### config.mk
export PLATFORM = sky130hd
export DESIGN_NAME = ic_tail
export DESIGN_NICKNAME = d
export VERILOG_FILES = /design/src/hdl/ic_pkg.sv /design/src/hdl/ic_tail.sv
export SDC_FILE = /design/constraint.sdc
export NUM_CORES = 1
export LEC_CHECK = 0
export BUFFER_PORTS_ARGS = -buffer_cell sky130_fd_sc_hd__clkbuf_2
export CAP_MARGIN = 10
export CELL_PAD_IN_SITES_DETAIL_PLACEMENT = 2
export CELL_PAD_IN_SITES_GLOBAL_PLACEMENT = 2
export CORE_UTILIZATION = 38
export DETAILED_ROUTE_END_ITERATION = 7
export GPL_TIMING_DRIVEN = 0
export PLACE_DENSITY_LB_ADDON = 0.2
export RECOVER_POWER = 25
export SYNTH_ARGS = -nofsm -noshare
export SYNTH_HDL_FRONTEND = slang
export SYNTH_SLANG_ARGS = --single-unit
export TNS_END_PERCENT = 10
### constraint.sdc
create_clock -name clk -period 6 [get_ports clk]
set_input_delay 1.5 -clock clk [delete_from_list [all_inputs] [get_ports clk]]
set_output_delay 1.5 -clock clk [all_outputs]
set_load 0.01 [all_outputs]
### src/hdl/ic_pkg.sv
// ----------------------------------------------------------------------------
// ic_pkg
// Types and constants shared by the inversion counter cells, tail and top.
// ----------------------------------------------------------------------------
package ic_pkg;

	localparam int MAX_ELEMENTS = 1024;
	localparam int VALUE_BITS   = 16;

	// per-token greater-than count: at most MAX_ELEMENTS-1
	localparam int CNT_W  = (MAX_ELEMENTS > 1) ? $clog2(MAX_ELEMENTS) : 1;
	// front-end fill counter, must hold MAX_ELEMENTS itself
	localparam int SEEN_W = $clog2(MAX_ELEMENTS + 1);

	localparam int INV_W  = 19;
	localparam int ELEM_W = 11;

	localparam logic [INV_W-1:0]  INV_MAX  = {INV_W{1'b1}};
	localparam logic [ELEM_W-1:0] ELEM_MAX = {ELEM_W{1'b1}};

	typedef struct packed {
		logic [15:0] value;
		logic        last;
	} item_t;

	typedef struct packed {
		logic [INV_W-1:0]  inversion_count;
		logic [ELEM_W-1:0] element_count;
		logic              overflow;
	} result_t;

	// token walking down the cell row
	typedef struct packed {
		logic                  valid;
		logic                  last;
		logic                  keep;   // counted element (not dropped)
		logic                  place;  // still looking for a free cell
		logic [VALUE_BITS-1:0] value;
		logic [CNT_W-1:0]      cnt;
	} tok_t;

endpackage

### src/hdl/ic_tail.sv
// ----------------------------------------------------------------------------
// ic_tail
// End of the cell row: sums token counts into the sequence totals and holds
// the result beat until the consumer takes it.
// ----------------------------------------------------------------------------
module ic_tail (
	input  logic            clk,
	input  logic            arst_n,
	input  ic_pkg::tok_t    tok_i,
	output logic            adv,
	output logic            result_valid,
	input  logic            result_stall,
	output ic_pkg::result_t result
);
	import ic_pkg::*;

	logic [INV_W-1:0]  total_q;
	logic [ELEM_W-1:0] elem_q;
	logic              ovf_q;
	logic              rvalid_q;
	result_t           result_q;

	logic [INV_W:0]    inv_sum;
	logic [ELEM_W:0]   elem_sum;
	logic [INV_W-1:0]  total_nxt;
	logic [ELEM_W-1:0] elem_nxt;
	logic              ovf_nxt;

	// freeze the row only when a closing token meets a result still held
	assign adv = !(tok_i.valid && tok_i.last && rvalid_q && result_stall);

	always_comb begin
		inv_sum   = {1'b0, total_q} + (INV_W+1)'(tok_i.cnt);
		elem_sum  = {1'b0, elem_q} + (ELEM_W+1)'(tok_i.keep);
		total_nxt = inv_sum[INV_W] ? INV_MAX : inv_sum[INV_W-1:0];
		elem_nxt  = elem_sum[ELEM_W] ? ELEM_MAX : elem_sum[ELEM_W-1:0];
		ovf_nxt   = ovf_q || !tok_i.keep;
	end

	always_ff @(posedge clk or negedge arst_n) begin
		if (!arst_n) begin
			total_q  <= '0;
			elem_q   <= '0;
			ovf_q    <= 1'b0;
			rvalid_q <= 1'b0;
		end else begin
			// a new closing token refills the result beat as the old one leaves
			if (adv && tok_i.valid && tok_i.last) begin
				rvalid_q <= 1'b1;
			end else if (!result_stall) begin
				rvalid_q <= 1'b0;
			end
			if (adv && tok_i.valid) begin
				if (tok_i.last) begin
					total_q <= '0;
					elem_q  <= '0;
					ovf_q   <= 1'b0;
				end else begin
					total_q <= total_nxt;
					elem_q  <= elem_nxt;
					ovf_q   <= ovf_nxt;
				end
			end
		end
	end

	always_ff @(posedge clk) begin
		if (adv && tok_i.valid && tok_i.last) begin
			result_q.inversion_count <= total_nxt;
			result_q.element_count   <= elem_nxt;
			result_q.overflow        <= ovf_nxt;
		end
	end

	assign result_valid = rvalid_q;
	assign result       = result_q;

endmodule

Word-level counts from Yosys, hierarchy flattened
Index checks and enable logic that the tools add are counted.
{ "op_classes": {"n_reduce_logical": 8, "n_addsub": 2, "eq_ne": 1, "n_mux": 7} }
{ "ops": {"columns": ["cell", "n"], "rows": [
  ["19-bit 2-to-1 mux", 2],
  ["11-bit 2-to-1 mux", 2],
  ["19-bit by 10-bit adder with 20-bit output", 1],
  ["11-bit by 1-bit adder with 12-bit output", 1],
  ["1-bit logical AND", 5],
  ["1-bit 2-to-1 mux", 3],
  ["1-bit logical NOT", 2],
  ["2-bit by 1-bit != test with 1-bit output, second input constant", 1],
  ["1-bit logical OR", 1]
]} }
{ "totals": {"output_inout_bits": 33, "inputBits": 33, "register_bits": 63} }

Longest topological paths before layout
{ "depth": {"depth_word": 7, "depth_mapped": 10, "depth_no_buf": 9} }

Worst setup path before layout
OpenSTA, ideal clock, no wires.
{ "synth_timing": {"path_type": "in2reg", "startpoint": "in result_stall", "endpoint": "reg result_q (netlist bit result[0]) (enable)", "required_time_ps": 5572, "setup_slack_ps": 2120, "setup_time_ps": 428, "arrival_time_ps": 3452, "path_buffers": 0, "cell_stages": 4, "cell_sequence": "nand4_1 -> nand2_1 -> nor2_1 -> nor2_1"} }
{ "synth_between": {"elab_chain_cells": 4} }
{ "synth_rtl": {"columns": ["element", "line_no", "text"], "rows": [
  ["from (decl)", "ic_tail.sv:12", "input logic result_stall,"],
  ["1-bit logical AND", "ic_tail.sv:30", "assign adv = !(tok_i.valid && tok_i.last && rvalid_q && result_stall);"],
  ["1-bit logical NOT", "ic_tail.sv:30", null],
  ["1-bit logical AND (2 in series)", "ic_tail.sv:68", "if (adv && tok_i.valid && tok_i.last) begin"],
  ["to (decl)", "ic_tail.sv:21", "result_t result_q;"]
]} }
No other way between the ends.
A chain may end at the register's enable or synchronous reset.

Worst setup path after layout
{ "layout_timing": {"startpoint": "in tok_i[0] in the netlist's numbering", "endpoint": "reg result_q (netlist bit result[28]), data pin"} }
{ "layout_between": {"elab_chain_cells": 2} }
{ "layout_rtl": {"columns": ["element", "line_no", "text"], "rows": [
  ["from (decl)", "ic_tail.sv:9", "input ic_pkg::tok_t tok_i,"],
  ["19-bit by 10-bit adder with 20-bit output", "ic_tail.sv:33", "inv_sum = {1'b0, total_q} + (INV_W+1)'(tok_i.cnt);"],
  ["19-bit 2-to-1 mux", "ic_tail.sv:35", "total_nxt = inv_sum[INV_W] ? INV_MAX : inv_sum[INV_W-1:0];"],
  ["named net total_nxt[16]", "ic_tail.sv:25", "logic [INV_W-1:0] total_nxt;"]
]} }
The timed path passes the listed nets, and every way through them passes these cells.

==> run summary <==
- status: complete, but fails checks
- failing checks: max-capacitance violations, max-slew violations
- area overhead of the layout relative to synthesis: 17.9%
- estimated wirelength of the detail-placed design: 6650 um
- worst min path class: register to register
- critical register-to-register path endpoint: result[28]
- Critical Path Slowest Stage Cell: a211oi_1
- sink count of the clock tree: 63
- # diodes: 0
- hold violation total from the final report: 0
- crit-path leading delay family: compound AO/OA/AOI/OAI gates
- top cells by area in the synthesized netlist: edfxtp_1 (28%), dfrtp_1 (24%), a22o_1 (4.8%), ha_1 (4.5%), nand2_1 (3.3%)
- YS warnings: 0
- number of storage elements in the synthesis netlist: 63
- number of hold-repair buffers added at the cts stage: 0
- most utilized layer in the global route result: met2
- row count: 33
- average wire per standard cell: 19.9 um
- starting density of the core: 0.397
- final number of setup-violating endpoints: 0
- start point of the critical path: tok_i[0]
- unrepaired setup endpoints after global routing: false
- period utilization: 0.610
- Total Nets Final: 408
- timing-limited maximum frequency: 273 MHz
- post-layout util: 0.468
- first-pass GRT wire length: 15100 um
- top-level port count: 66
- leakage power total: 1.67 nW
- count of port buffers added during placement: 48
- minimum setup slack after placement: 2.02 ns
- cell total after placement: 456
- met3 usage in global routing: 0.0327
- type of element capturing the critical path: register
- source-to-sink clock delay at the later pin of the worst-skew pair: 0.34 ns
- distinct cell type count after synthesis: 52
- Yosys top cell by area: edfxtp_1
- number of iterations in the first detailed-routing pass: 4
- Finished Layout Cells: 472
- Seq pwr share: 0.421
- CP max FO: 6
- min cycle time layout: 3.66 ns
- setup slack of the worst register-to-register path: 3.22 ns
- final-layout setup total negative slack: 0 ns
- Data required, critical path: 6.10 ns
- Crit Path Class: primary input to register
- crit-path cells: clkbuf_2 -> ha_1 -> inv_1 -> fa_1 -> nand2b_1 -> a21oi_2 -> o31ai_2 -> a211oi_1 -> nand3_1 -> o21a_1
- Total Routed Length: 9400 um
- buffer depth of the longest clock path: 2
- layout cells sized above 1: 0.210
- cells after synthesis: 302
- Levels on crit path: 10
- Worst R2R Start: total_q[0]
- Antenna Violating Nets Remaining: 0
- Fin Hold WS: 0.522 ns
- capturing instance or port of the critical path: result[28]
- final setup slack of the worst path: 2.34 ns
- CTS tree: built
- ys flop type: dfrtp_1
- Pwr per Cell Area: 341 mW/mm^2
- area of the mapped netlist: 0.00331 mm^2
- portion of the post-synthesis area used by sequential elements: 0.523
- nature of the critical path startpoint: primary input
- net count after synthesis: 348
- count of flip-flops with a built-in enable after synthesis: 31
- Die Y-Extent: 95.4 um
- gpl congestion: 0.773
- Starting DRT DRC Count: 96
- clk slew on worst S/H paths: 0.08 ns
- number of antenna violations at the first check in global routing: 0
- global-route track usage on met2: 0.387
- stage delay of the slowest cell on the critical path: 0.57 ns
- buffers inserted during post-CTS setup optimization: 0
- combinational fraction of design power: 0.295
- count of vias placed by the detailed router: 2679
- number of global-route vias before repair: 2877
- Inserted Clock Buffers: 9
- buffering stage count on the worst path with inverters included: 2
- library cell used as clock root buffer: clkbuf_8
- Cell Int Power: 0.000874 W
- largest net degree at the start of global routing: 33
- H-tree lvl count: 3
- Worst IR Drop VDD: 0.000137 V
- Total Die Area: 0.00909 mm^2
- data arrival time of the critical path: 3.77 ns
- overflow left after global routing: 0
- post-synth top area share: 0.281
- clock power share: 0.284
- worst-case reg-to-reg path depth: 9
- number of instances resized during post-cts repair: 0
- core area: 0.00834 mm^2
- Max transition margin: -0.344
- max-slew violations: 33
- Via-to-Cell Ratio: 5.68
- share of flip-flops with an asynchronous set or reset after synthesis: 0.508
- net switching power: 0.000456 W
- worst clock skew: 0.0105 ns
- switching share of power: 0.343
- MaxCap Viol Count: 1
- slew of the pin with the lowest slew margin: 2.02 ns
- overall track demand over capacity in global routing: 0.224
- met1 usage: 0.278
- mean instance size in the synthesized netlist: 11.0 um^2
- horizontal die dimension: 95.4 um
- Residual DRC: 0
[registers in the layout, summed over array words and instances, names as in the netlist]
register      flops
result           31
total_q          19
elem_q           11
ovf_q             1
result_valid      1
[routing by layer]
metal | part of all wire | routed length [um]
met5 | 0 | 0
met4 | 0.017 | 159
met3 | 0.029 | 269
met2 | 0.52 | 4900
met1 | 0.43 | 4080
[cell usage in the layout, fill, tap and decap left out, types with 3 or more instances in the layout]
cell type,count
a21oi_1,19
a22o_1,18
a31oi_1,5
and2_1,7
and3_1,3
and4_1,4
buf_6,3
clkbuf_1,15
clkbuf_2,41
clkbuf_8,9
dfrtp_1,32
edfxtp_1,31
ha_1,12
inv_1,6
mux2_2,3
nand2_1,29
nand2_2,4
nand2b_1,6
nand3_1,9
nand4_1,6
nor2_1,22
nor3_1,6
o211ai_1,3
o21a_1,3
o21ai_0,9
o22a_1,3
xnor2_1,10
xor2_1,7
[layout make-up]
type,instances,area (um^2)
fill,914,4440
sequential,63,1730
multi-input combinational,219,1490
timing repair buffer,49,258
tap,105,131
clock buffer,9,124
buffer,14,78.8
clock inverter,7,72.6
inverter,6,22.5
[per-stage QoR]
| stage | total power [W] | instance area, um^2 |
|---|---|---|
| after floorplan | 0.000830 | 3310 |
| after global placement | 0.000934 | 3680 |
| after detailed placement | 0.000960 | 3720 |
| after CTS | 0.00134 | 3920 |
| after global routing | 0.00141 | 3910 |
| final | 0.00133 | 3910 |
[synth_stat cells (all sizes together) (4+ instances only)]
cell    instances
nand2b          6
edfxtp         31
xor2            7
and4            4
o21ai          12
nand2          33
nor3            6
xnor2          10
buf             6
and2            7
clkbuf          8
inv             6
nand4           6
a22o           18
dfrtp          32
a21oi          20
nand3          10
a31oi           5
and3            4
ha             12
nor2           23
[worst register-to-register path, cell delays in order (launching register included)]
cell	delay, ns
dfrtp_1	0.35
ha_1	0.21
inv_1	0.07
fa_1	0.42
nand2b_1	0.22
a21oi_2	0.25
o31ai_2	0.19
a211oi_1	0.57
nand3_1	0.15
o21a_1	0.13
[power groups by stage]
stage                     Combinational [W]  Sequential, W  Clock, W
after global routing               0.000437       0.000567  0.000402
after CTS                          0.000396       0.000561  0.000386
after detailed placement           0.000391       0.000569         0
after floorplan                    0.000252       0.000578         0
after global placement             0.000368       0.000566         0
final                              0.000393       0.000560  0.000377
[worst min-delay path by stage]
stage | startpoint | end | cells past startpoint
final | total_q[6] | total_q[6] | 1
after global placement | ovf_q | ovf_q | 2
after global routing | total_q[0] | total_q[0] | 1
after detailed placement | total_q[8] | total_q[8] | 1
after CTS | total_q[0] | total_q[0] | 1
after floorplan | ovf_q | ovf_q | 2
[logic make-up after synthesis]
| logic type | after synthesis | share of synthesized area |
|---|---|---|
| adders and majority gates | 13 | 0.0514 |
| and+or+nand+nor | 105 | 0.160 |
| muxes | 5 | 0.0162 |
| buffers and inverters | 20 | 0.0306 |
| xor gates and xnor gates | 17 | 0.0450 |
| DFF | 63 | 0.523 |
| AOI/OAI and AO/OA | 79 | 0.174 |
Note: power is estimated with default switching activity, not from simulation.
