**src/hdl/ic_pkg.sv**
```systemverilog
// ----------------------------------------------------------------------------
// ic_pkg
// Types and constants shared by the inversion counter cells, tail and top.
// ----------------------------------------------------------------------------
package ic_pkg;

	localparam int MAX_ELEMENTS = 1024;
	localparam int VALUE_BITS   = 16;

	// per-token greater-than count: at most MAX_ELEMENTS-1
	localparam int CNT_W  = (MAX_ELEMENTS > 1) ? $clog2(MAX_ELEMENTS) : 1;
	// front-end fill counter, must hold MAX_ELEMENTS itself
	localparam int SEEN_W = $clog2(MAX_ELEMENTS + 1);

	localparam int INV_W  = 19;
	localparam int ELEM_W = 11;

	localparam logic [INV_W-1:0]  INV_MAX  = {INV_W{1'b1}};
	localparam logic [ELEM_W-1:0] ELEM_MAX = {ELEM_W{1'b1}};

	typedef struct packed {
		logic [15:0] value;
		logic        last;
	} item_t;

	typedef struct packed {
		logic [INV_W-1:0]  inversion_count;
		logic [ELEM_W-1:0] element_count;
		logic              overflow;
	} result_t;

	// token walking down the cell row
	typedef struct packed {
		logic                  valid;
		logic                  last;
		logic                  keep;   // counted element (not dropped)
		logic                  place;  // still looking for a free cell
		logic [VALUE_BITS-1:0] value;
		logic [CNT_W-1:0]      cnt;
	} tok_t;

endpackage

```
**src/hdl/ic_cell.sv**
```systemverilog
// ----------------------------------------------------------------------------
// ic_cell
// One compare cell: holds one stored element, counts it against each
// passing token, and hands the token on one cell per cycle while en is high.
// ----------------------------------------------------------------------------
module ic_cell (
	input  logic         clk,
	input  logic         arst_n,
	input  logic         en,
	input  ic_pkg::tok_t tok_i,
	output ic_pkg::tok_t tok_o
);
	import ic_pkg::*;

	logic                  held_q;
	logic [VALUE_BITS-1:0] stored_q;
	tok_t                  tok_q;
	tok_t                  tok_nxt;
	logic                  greater;
	logic                  do_store;

	assign greater  = tok_i.valid && tok_i.keep && held_q && (stored_q > tok_i.value);
	assign do_store = tok_i.valid && tok_i.place && !tok_i.last && !held_q;

	always_comb begin
		tok_nxt = tok_i;
		if (greater) begin
			tok_nxt.cnt = tok_i.cnt + CNT_W'(1);
		end
		if (do_store) begin
			tok_nxt.place = 1'b0;
		end
	end

	always_ff @(posedge clk or negedge arst_n) begin
		if (!arst_n) begin
			held_q <= 1'b0;
			tok_q  <= '0;
		end else if (en) begin
			tok_q <= tok_nxt;
			// last beat of a sequence wipes every cell it passes
			if (tok_i.valid && tok_i.last) begin
				held_q <= 1'b0;
			end else if (do_store) begin
				held_q <= 1'b1;
			end
		end
	end

	always_ff @(posedge clk) begin
		if (en && do_store) begin
			stored_q <= tok_i.value;
		end
	end

	assign tok_o = tok_q;

endmodule

```
**config.mk**
```make
export PLATFORM = sky130hd
export DESIGN_NAME = ic_cell
export DESIGN_NICKNAME = d
export VERILOG_FILES = /design/src/hdl/ic_pkg.sv /design/src/hdl/ic_cell.sv
export SDC_FILE = /design/constraint.sdc
export NUM_CORES = 1
export LEC_CHECK = 0
export BUFFER_PORTS_ARGS = -buffer_cell sky130_fd_sc_hd__buf_4
export CAP_MARGIN = 20
export CORE_AREA = 2 2 67 82
export DETAILED_ROUTE_END_ITERATION = 16
export DIE_AREA = 0 0 69 84
export PLACE_DENSITY = 0.83
export SYNTH_ARGS = -nofsm -noshare
export SYNTH_HDL_FRONTEND = slang
export SYNTH_SLANG_ARGS = --single-unit
```
**constraint.sdc**
```tcl
create_clock -name clk -period 2.8 [get_ports clk]
set_input_delay 0.14 -clock clk [delete_from_list [all_inputs] [get_ports clk]]
set_output_delay 0.14 -clock clk [all_outputs]
set_load 0.05 [all_outputs]
```
# Yosys cells after proc, flatten, opt, wreduce, memory -nomap -nowiden
# Cells that the tools add are included.
[classes] add_sub_neg=1 n_lt_le_gt_ge=1 mux=4 reduce_logical=12
[op_table] operator="$gt 16x16->1" n=1
[op_table] operator="$add 10x1->10 const B" n=1
[op_table] operator="$mux 10" n=1
[op_table] operator="$logic_and 1x1->1" n=8
[op_table] operator="$mux 1" n=3
[op_table] operator="$logic_not 1->1" n=2
[op_table] operator="$reduce_and 2->1" n=1
[op_table] operator="$reduce_bool 2->1" n=1
[word_totals] regBits=47 inputBits=33 out_inout_bits=30 wordCells=26

# Logic depth before layout (Yosys ltp)
# Gate-level depths: netlist of the first run.
[logic_depth] ltp_word=5 ltp_mapped=10 depth_no_buf=8

# Least setup slack after synthesis of the first run
# No wires, ideal clock.
[synth_path] path_kind="input to register" startpoint="input en" endpoint="register stored_q[0], enable pin" setup_time_ps=440 arrival_ps=2270 required_time_ps=2360 slack_ps=91 path_stages=3 n_path_buf=1 cell_sequence="clkbuf_1 -> nand2_1 -> nor4b_1"
[synth_via] elab_chain_len=1
[synth_rtl] element="from (decl)" line_no="ic_cell.sv:9" text="input logic en,"
[synth_rtl] element="$logic_and 1x1->1" line_no="ic_cell.sv:51" text="if (en && do_store) begin"
[synth_rtl] element="to (signal assigned)" line_no="ic_cell.sv:52" text="stored_q <= tok_i.value;"
[synth_rtl] element="to (decl)" line_no="ic_cell.sv:16" text="logic [VALUE_BITS-1:0] stored_q;"
# Every way passes these cells.
# A chain may end at the register's enable or synchronous reset.

# Worst setup path after layout of the first run
[layout_path] startpoint="register stored_q[15]" endpoint="register tok_q, in the netlist tok_o[3]"
[layout_via] elab_chain_len=3
[layout_rtl] element="$gt 16x16->1" line_no="ic_cell.sv:22" text="assign greater = tok_i.valid && tok_i.keep && held_q && (stored_q > tok_i.value);"
[layout_rtl] element="$logic_and 1x1->1" line_no="ic_cell.sv:22"
[layout_rtl] element="$mux 10" line_no="ic_cell.sv:27" text="if (greater) begin"
[layout_rtl] element="to (signal assigned)" line_no="ic_cell.sv:40" text="tok_q <= tok_nxt;"
[layout_rtl] element="to (decl)" line_no="ic_cell.sv:17" text="tok_t tok_q;"
# Every way passes these cells.

==> results of run 1 <==
==> where the power goes <==
group | total, mW | switching [mW] | internal [mW]
Clock | 0.516 | 0.227 | 0.289
Sequential | 0.787 | 0.0278 | 0.760
Combinational | 0.401 | 0.259 | 0.141
Total | 1.70 | 0.514 | 1.19
==> metrics by stage <==
stage | utilization (%) | cells | cell area [um^2]
after floorplan | - | 193 | 2290
after global placement | 55.2 | 311 | 2800
after detailed placement | 55.2 | 311 | 2800
after CTS | 57.7 | 320 | 2930
after global routing | 57.7 | 320 | 2930
final | 57.7 | 320 | 2930
==> cell families (layout without fill, tap and decap cells) <==
family | after synthesis | after routing
AND/OR/NAND/NOR | 48 | 48
flip-flops | 47 | 47
AO/OA/AOI/OAI | 36 | 36
buffers and inverters | 25 | 90
multiplexers | 19 | 19
adder cells (fa/ha/maj) | 17 | 17
XOR/XNOR | 1 | 1
==> cell usage after synthesis (2+ instances only) <==
master,count
dfrtp_1,31
inv_1,18
mux2_2,18
ha_1,17
edfxtp_1,16
a31oi_1,12
nor2_1,12
a21oi_1,9
nand2_1,8
o21ai_0,7
o31ai_1,6
or4_1,6
clkbuf_1,5
nand3_1,5
nand4_1,5
and2_1,2
and3_1,2
buf_6,2
or3_1,2
==> critical path: cells and delay by family, from the launching register on <==
family | cells | cell delay [ns]
and+or+nand+nor | 3 | 1.18
AOI/OAI and AO/OA | 2 | 0.21
adders and majority gates | 1 | 0.35
DFF | 1 | 0.38
xor gates and xnor gates | 1 | 0.17
==> metal layers <==
metal,vias up,part of all wire [%]
met5,-,0
met4,0,1.7
met3,5,4.4
met2,49,53
met1,861,41
li1,837,-
==> final cells by class <==
type / count / area, um^2
Multi-Input combinational cell: 121 / 930
Tap cell: 62 / 77.6
Inverter: 18 / 67.6
Clock buffer: 6 / 82.6
Sequential cell: 47 / 1260
Timing Repair Buffer: 64 / 483
Clock inverter: 2 / 35.0
Fill cell: 428 / 2150
==> state kept, by name, summed over array words and instances (netlist names) <==
signal,flops
held_q,1
tok_o,30
stored_q,16
==> cell usage in the layout, fill, tap and decap left out, drive strengths merged <==
| master | Yosys | routed |
|---|---|---|
| nand2b | 1 | 1 |
| nor4b | 1 | 1 |
| or4 | 7 | 7 |
| nor2 | 12 | 12 |
| mux2i | 1 | 1 |
| a31oi | 12 | 12 |
| a2111o | 1 | 1 |
| inv | 18 | 18 |
| nor2b | 1 | 1 |
| or3 | 2 | 2 |
| buf | 2 | 63 |
| a21oi | 9 | 9 |
| nand4 | 6 | 6 |
| o31ai | 6 | 6 |
| mux2 | 18 | 18 |
| o21ai | 7 | 7 |
| dlygate4sd3 | 0 | 1 |
| xnor2 | 1 | 1 |
| and3 | 3 | 3 |
| o211ai | 1 | 1 |
| edfxtp | 16 | 16 |
| and2 | 2 | 2 |
| clkbuf | 5 | 6 |
| nand3 | 5 | 5 |
| clkinv | 0 | 1 |
| bufinv | 0 | 1 |
| nand2 | 8 | 8 |
| dfrtp | 31 | 31 |
| ha | 17 | 17 |
==> worst paths after layout <==
path                                        start  slack [ns]  cells after the start               endpoint
hold / removal                          tok_i[14]        0.03                      1  stored_q[4]$_DFFE_PP_
setup / recovery           stored_q[15]$_DFFE_PP_        0.37                      7   tok_o[3]$_DFFE_PN0P_
max in group asynchronous                  arst_n        2.20                      2  tok_o[14]$_DFFE_PN0P_
hold reg to reg             tok_o[10]$_DFFE_PN0P_        0.51                      1  tok_o[10]$_DFFE_PN0P_
min in group asynchronous                  arst_n        0.31                      2   tok_o[3]$_DFFE_PN0P_
setup reg to reg           stored_q[15]$_DFFE_PP_        0.37                      7   tok_o[3]$_DFFE_PN0P_
==> qor.txt, run 1 <==
Outcome -> finished clean
Static leakage -> 1.30 nW
FFs w/ async S/R, synth -> 66.0%
Synth top area share -> 33.9%
RD Place Congestion -> 0.779
Vias/cell -> 5.48
Power Total -> 1.70 mW
Avg Cell Area, Syn -> 11.9 um^2
CP Class -> reg -> reg
Met2 layer usage reported by global route -> 30.5%
Top post-synthesis cells by area -> dfrtp_1 (34%), edfxtp_1 (21%), ha_1 (9.3%)
Largest area contributor in the netlist -> dfrtp_1
Worst Path Required -> 2.98 ns
Die Wd -> 69 um
Max Clock Freq -> 0.412 GHz
Fin worst setup slack -> 0.374 ns
Setup TNS -> 0 ns
Gr ovfl total -> 0
M3 GR Usage -> 3.14%
DRT Pass-1 Iters -> 5
CTS sink cnt -> 47
Die area -> 5800 um^2
Max-cap viol count -> 0
Share of cells above drive strength 1 -> 36.4%
Post-synthesis sequential area ratio -> 54.9%
Synthesized area -> 2290 um^2
Simple-gate portion of the synthesized area -> 11.8%
Skew-Pair Late Insertion Delay -> 0.31 ns
Final WL -> 4880 um
Antenna cell count -> 0
Arrival time at the worst endpoint -> 2.60 ns
Max Root-Sink Buffers -> 2
Final Setup Violations -> 0
Pin count of the biggest net entering global routing -> 44
Port buffer count -> 62
Gr busiest metal -> met2
Syn nets -> 243
Cell Pwr Density -> 581 nW/um^2
Slew @ Worst Pin -> 0.459 ns
Max-slew violation count -> 0
Drt wl/cell -> 15.3 um
Post-route DRC -> 0
Top_reg_cell synth -> dfrtp_1
Vias in the first global route -> 1,721
Final Skew -> 0.00796 ns
CTS tree -> done
Slowest cell on crit path -> or4_2
CTS Hold Bufs -> 1
FF+latch count, synth -> 47
Cell variety after synth -> 29
Post-DP HPWL -> 3610 um
Multiplexer share of the synthesized area -> 9.29%
WHS -> 0.0285 ns
Post-synthesis compound-gate area fraction -> 9.57%
Worst vdd ir -> 0.000336 V
Largest family of logic cells by synthesized area -> simple AND/OR/NAND/NOR gates
Worst-path cell chain -> ha_1 -> nand4_2 -> or4_2 -> nand4_1 -> a31oi_1 -> xnor2_1 -> a21oi_1
Clock-pin slew on the worst setup and hold paths -> 0.09 ns
Worst setup slack after placement -> 0.422 ns
Initial Util -> 45.0%
Cell Rows -> 29
Number of synthesis warnings -> 0
Met1 GRT Util -> 21.8%
Crit-path max cell delay -> 0.74 ns
Initial antenna violation count -> 0
DRT iter0 DRCs -> 73
Total CTS buffers -> 5
CP endpoint kind -> flip-flop
Layout net count -> 307
Antenna Violating Nets Remaining -> 0
Post-Syn Instances -> 193
Min-delay worst type -> in -> reg
Gr usage total -> 17.7%
CTS H-tree depth -> 2
RSZ-0062 raised after global routing -> no
Fin crit share -> 86.7%
Layout area overhead -> 28.1%
Die height -> 84 um
Type of origin of the critical path -> flip-flop
Core area -> 5080 um^2
Postcts setup bufs -> 0
CTS resizes -> 0
Adder-Cell Fraction of Synth Area -> 9.29%
Synth Area in XOR/XNOR -> 0.383%
EDFF count, synth -> 16
Root Buffer -> clkbuf_8
Minimum clock period -> 2.43 ns
Via count -> 1,752
Crit-path max FO -> 7
Rel. slew slack -> 69.4%
Fin. Hold Viols -> 0
Global-route wire length before repair -> 8170 um
Top Ports -> 63
Power figures use the tool's default switching activity.
==> run 2: changes to the inputs <==
--- a/config.mk
+++ b/config.mk
@@ -11,6 +11,7 @@
 export DETAILED_ROUTE_END_ITERATION = 16
 export DIE_AREA = 0 0 69 84
 export PLACE_DENSITY = 0.83
+export SLEW_MARGIN = 20
 export SYNTH_ARGS = -nofsm -noshare
 export SYNTH_HDL_FRONTEND = slang
 export SYNTH_SLANG_ARGS = --single-unit
==> constraint.sdc (replaced) <==
create_clock -name clk -period 2.8 [get_ports clk]
set_input_delay 0.42 -clock clk [delete_from_list [all_inputs] [get_ports clk]]
set_output_delay 0.42 -clock clk [all_outputs]
set_load 0.05 [all_outputs]
==> run 2 against run 1 <==
Sequential share of layout area is 0.34 points lower. Global-route usage shrank 0.61 points. Clock power up 8.7%. Die area did not move. Routed wire length is 3.9% lower. Sequential cell count did not move. First-iteration DRC count rose by 18%. Combinational power is essentially flat. Via count shrank 2.0%. Worst hold slack better by 0.013 ns. Clock skew is 0.00078 ns lower. Final area is 0.81% higher. Critical endpoint unchanged. Largest power group unchanged.
==> qor.txt, run 2 (synthesis gave the netlist of run 1 again) <==
Vias in the first global route -> 1,707
Root Buffer -> clkbuf_8
Postcts setup bufs -> 0
CP endpoint kind -> flip-flop
Crit-path max FO -> 7
Fin. Hold Viols -> 0
Die area -> 5800 um^2
CTS sink cnt -> 47
Initial antenna violation count -> 0
Clock-pin slew on the worst setup and hold paths -> 0.09 ns
Area taken by multi-input logic gates -> 938 um^2
CTS H-tree depth -> 2
Sw frac -> 29.8%
Worst Path Required -> 2.96 ns
Outcome -> finished clean
Initial Util -> 45.0%
Port buffer count -> 62
Final Setup Violations -> 0
Most common cell after layout, fill and taps aside -> buf_4
DRT iter0 DRCs -> 86
Skew-Pair Late Insertion Delay -> 0.30 ns
Max Clock Freq -> 0.423 GHz
Max Root-Sink Buffers -> 2
Switching power -> 0.521 mW
Area of placed instances -> 2820 um^2
Gr ovfl total -> 0
CTS resizes -> 0
Post-DP HPWL -> 3480 um
Internal -> 1.23 mW
Top Ports -> 63
Most frequent cells in the layout -> buf_4 (64), dfrtp_1 (31), inv_1 (18), mux2_2 (18), ha_1 (17)
DRT Pass-1 Iters -> 4
Antenna Violating Nets Remaining -> 0
Max-cap viol count -> 0
Fin worst setup slack -> 0.438 ns
Final WL -> 4690 um
Static leakage -> 1.32 nW
Finished Cell Area -> 2960 um^2
Type of origin of the critical path -> flip-flop
Vias/cell -> 5.37
Cell Pwr Density -> 592 nW/um^2
Global-route wire length before repair -> 7980 um
CP Class -> reg -> reg
Total CTS buffers -> 5
Wire length on met3 -> 174 um
Pin count of the biggest net entering global routing -> 43
Die height -> 84 um
Gr usage total -> 17.1%
Worst vdd ir -> 0.000281 V
Cell Rows -> 29
Slowest cell on crit path -> or4_2
CTS tree -> done
Antenna cell count -> 0
Post-route DRC -> 0
Crit-path max cell delay -> 0.74 ns
Setup TNS -> 0 ns
Die Wd -> 69 um
WL met1 -> 2070 um
Storage element area -> 1260 um^2
Drt wl/cell -> 14.7 um
Share of cells above drive strength 1 -> 36.8%
Slew @ Worst Pin -> 0.473 ns
Critical path's most frequent cell -> nand4_1
Max reg flops -> 30
# fillers -> 443
Comb power frac -> 22.9%
Layout area overhead -> 29.1%
Max-slew violation count -> 0
Arrival time at the worst endpoint -> 2.53 ns
Core area -> 5080 um^2
Uppermost layer routed -> met4
Clock Power Share -> 32.1%
Layout net count -> 307
Worst-path cell chain -> ha_1 -> nand4_1 -> or4_2 -> nand4_1 -> a31oi_1 -> xnor2_1 -> a21oi_1
Fin crit share -> 84.4%
CTS Hold Bufs -> 0
Min-delay worst type -> in -> async
Rel. slew slack -> 68.5%
RSZ-0062 raised after global routing -> no
Via count -> 1,717
Worst setup slack after placement -> 0.299 ns
Power Total -> 1.75 mW
Final Skew -> 0.00717 ns
Minimum clock period -> 2.36 ns
Sequential share of power -> 45.0%
RD Place Congestion -> 0.758
Met2 routed WL -> 2350 um
## run 2: cell count changes in the layout (fill, tap and decap cells not counted), sizes merged
cell | previous run | this run
buf | 63 | 64
clkinv | 1 | 0
dlygate4sd3 | 1 | 0
inv | 18 | 19
## run 2: final timing paths
kind	startpoint	endpoint	slack, ns	depth (start not counted)
max	stored_q[11]$_DFFE_PP_	tok_o[3]$_DFFE_PN0P_	0.44	7
min	arst_n	tok_o[18]$_DFFE_PN0P_	0.04	1
max reg2reg	stored_q[11]$_DFFE_PP_	tok_o[3]$_DFFE_PN0P_	0.44	7
min reg2reg	tok_o[17]$_DFFE_PN0P_	tok_o[17]$_DFFE_PN0P_	0.51	1
max in group asynchronous	arst_n	tok_o[12]$_DFFE_PN0P_	2.45	1
min in group clk	tok_i[20]	stored_q[10]$_DFFE_PP_	0.31	1
## run 2: power groups by stage
stage	sequential, mW	combinational (mW)	clock, mW
3_3_place_gp	0.800	0.397	0
4_1_cts	0.788	0.405	0.573
5_1_grt	0.794	0.428	0.604
2_1_floorplan	0.949	0.104	0
3_5_place_dp	0.801	0.404	0
6_report	0.787	0.401	0.561
## run 2: area by class of cell
type,count,area share [%]
tap,62,2.62
clock buffer,6,3.18
inverter,18,2.29
clock inverter,2,1.40
multi-input combinational,121,31.8
timing repair buffer,64,16.3
sequential,47,42.5
## run 2: critical path: cells and delay by family, from the launching register on
kind / cells / cell delay (ns)
compound gates: 2 / 0.19
xor+xnor: 1 / 0.16
flops: 1 / 0.38
simple gates: 3 / 1.17
fa+ha+maj: 1 / 0.32
## run 2: stage by stage
stage	utilization, %	cells	hold WS (ns)
finish	58.2	320	0.0417
global route	58.2	320	0.0626
CTS	58.2	320	0.0562
detailed placement	55.5	312	0.387
global placement	55.5	312	0.375
floorplan	-	193	0.124
## run 2: per-layer routing
metal	track usage, %	vias to the layer above
met1	22.8	825
li1	-	839
met4	7.31	0
met3	3.14	9
met5	0	-
met2	27.2	44
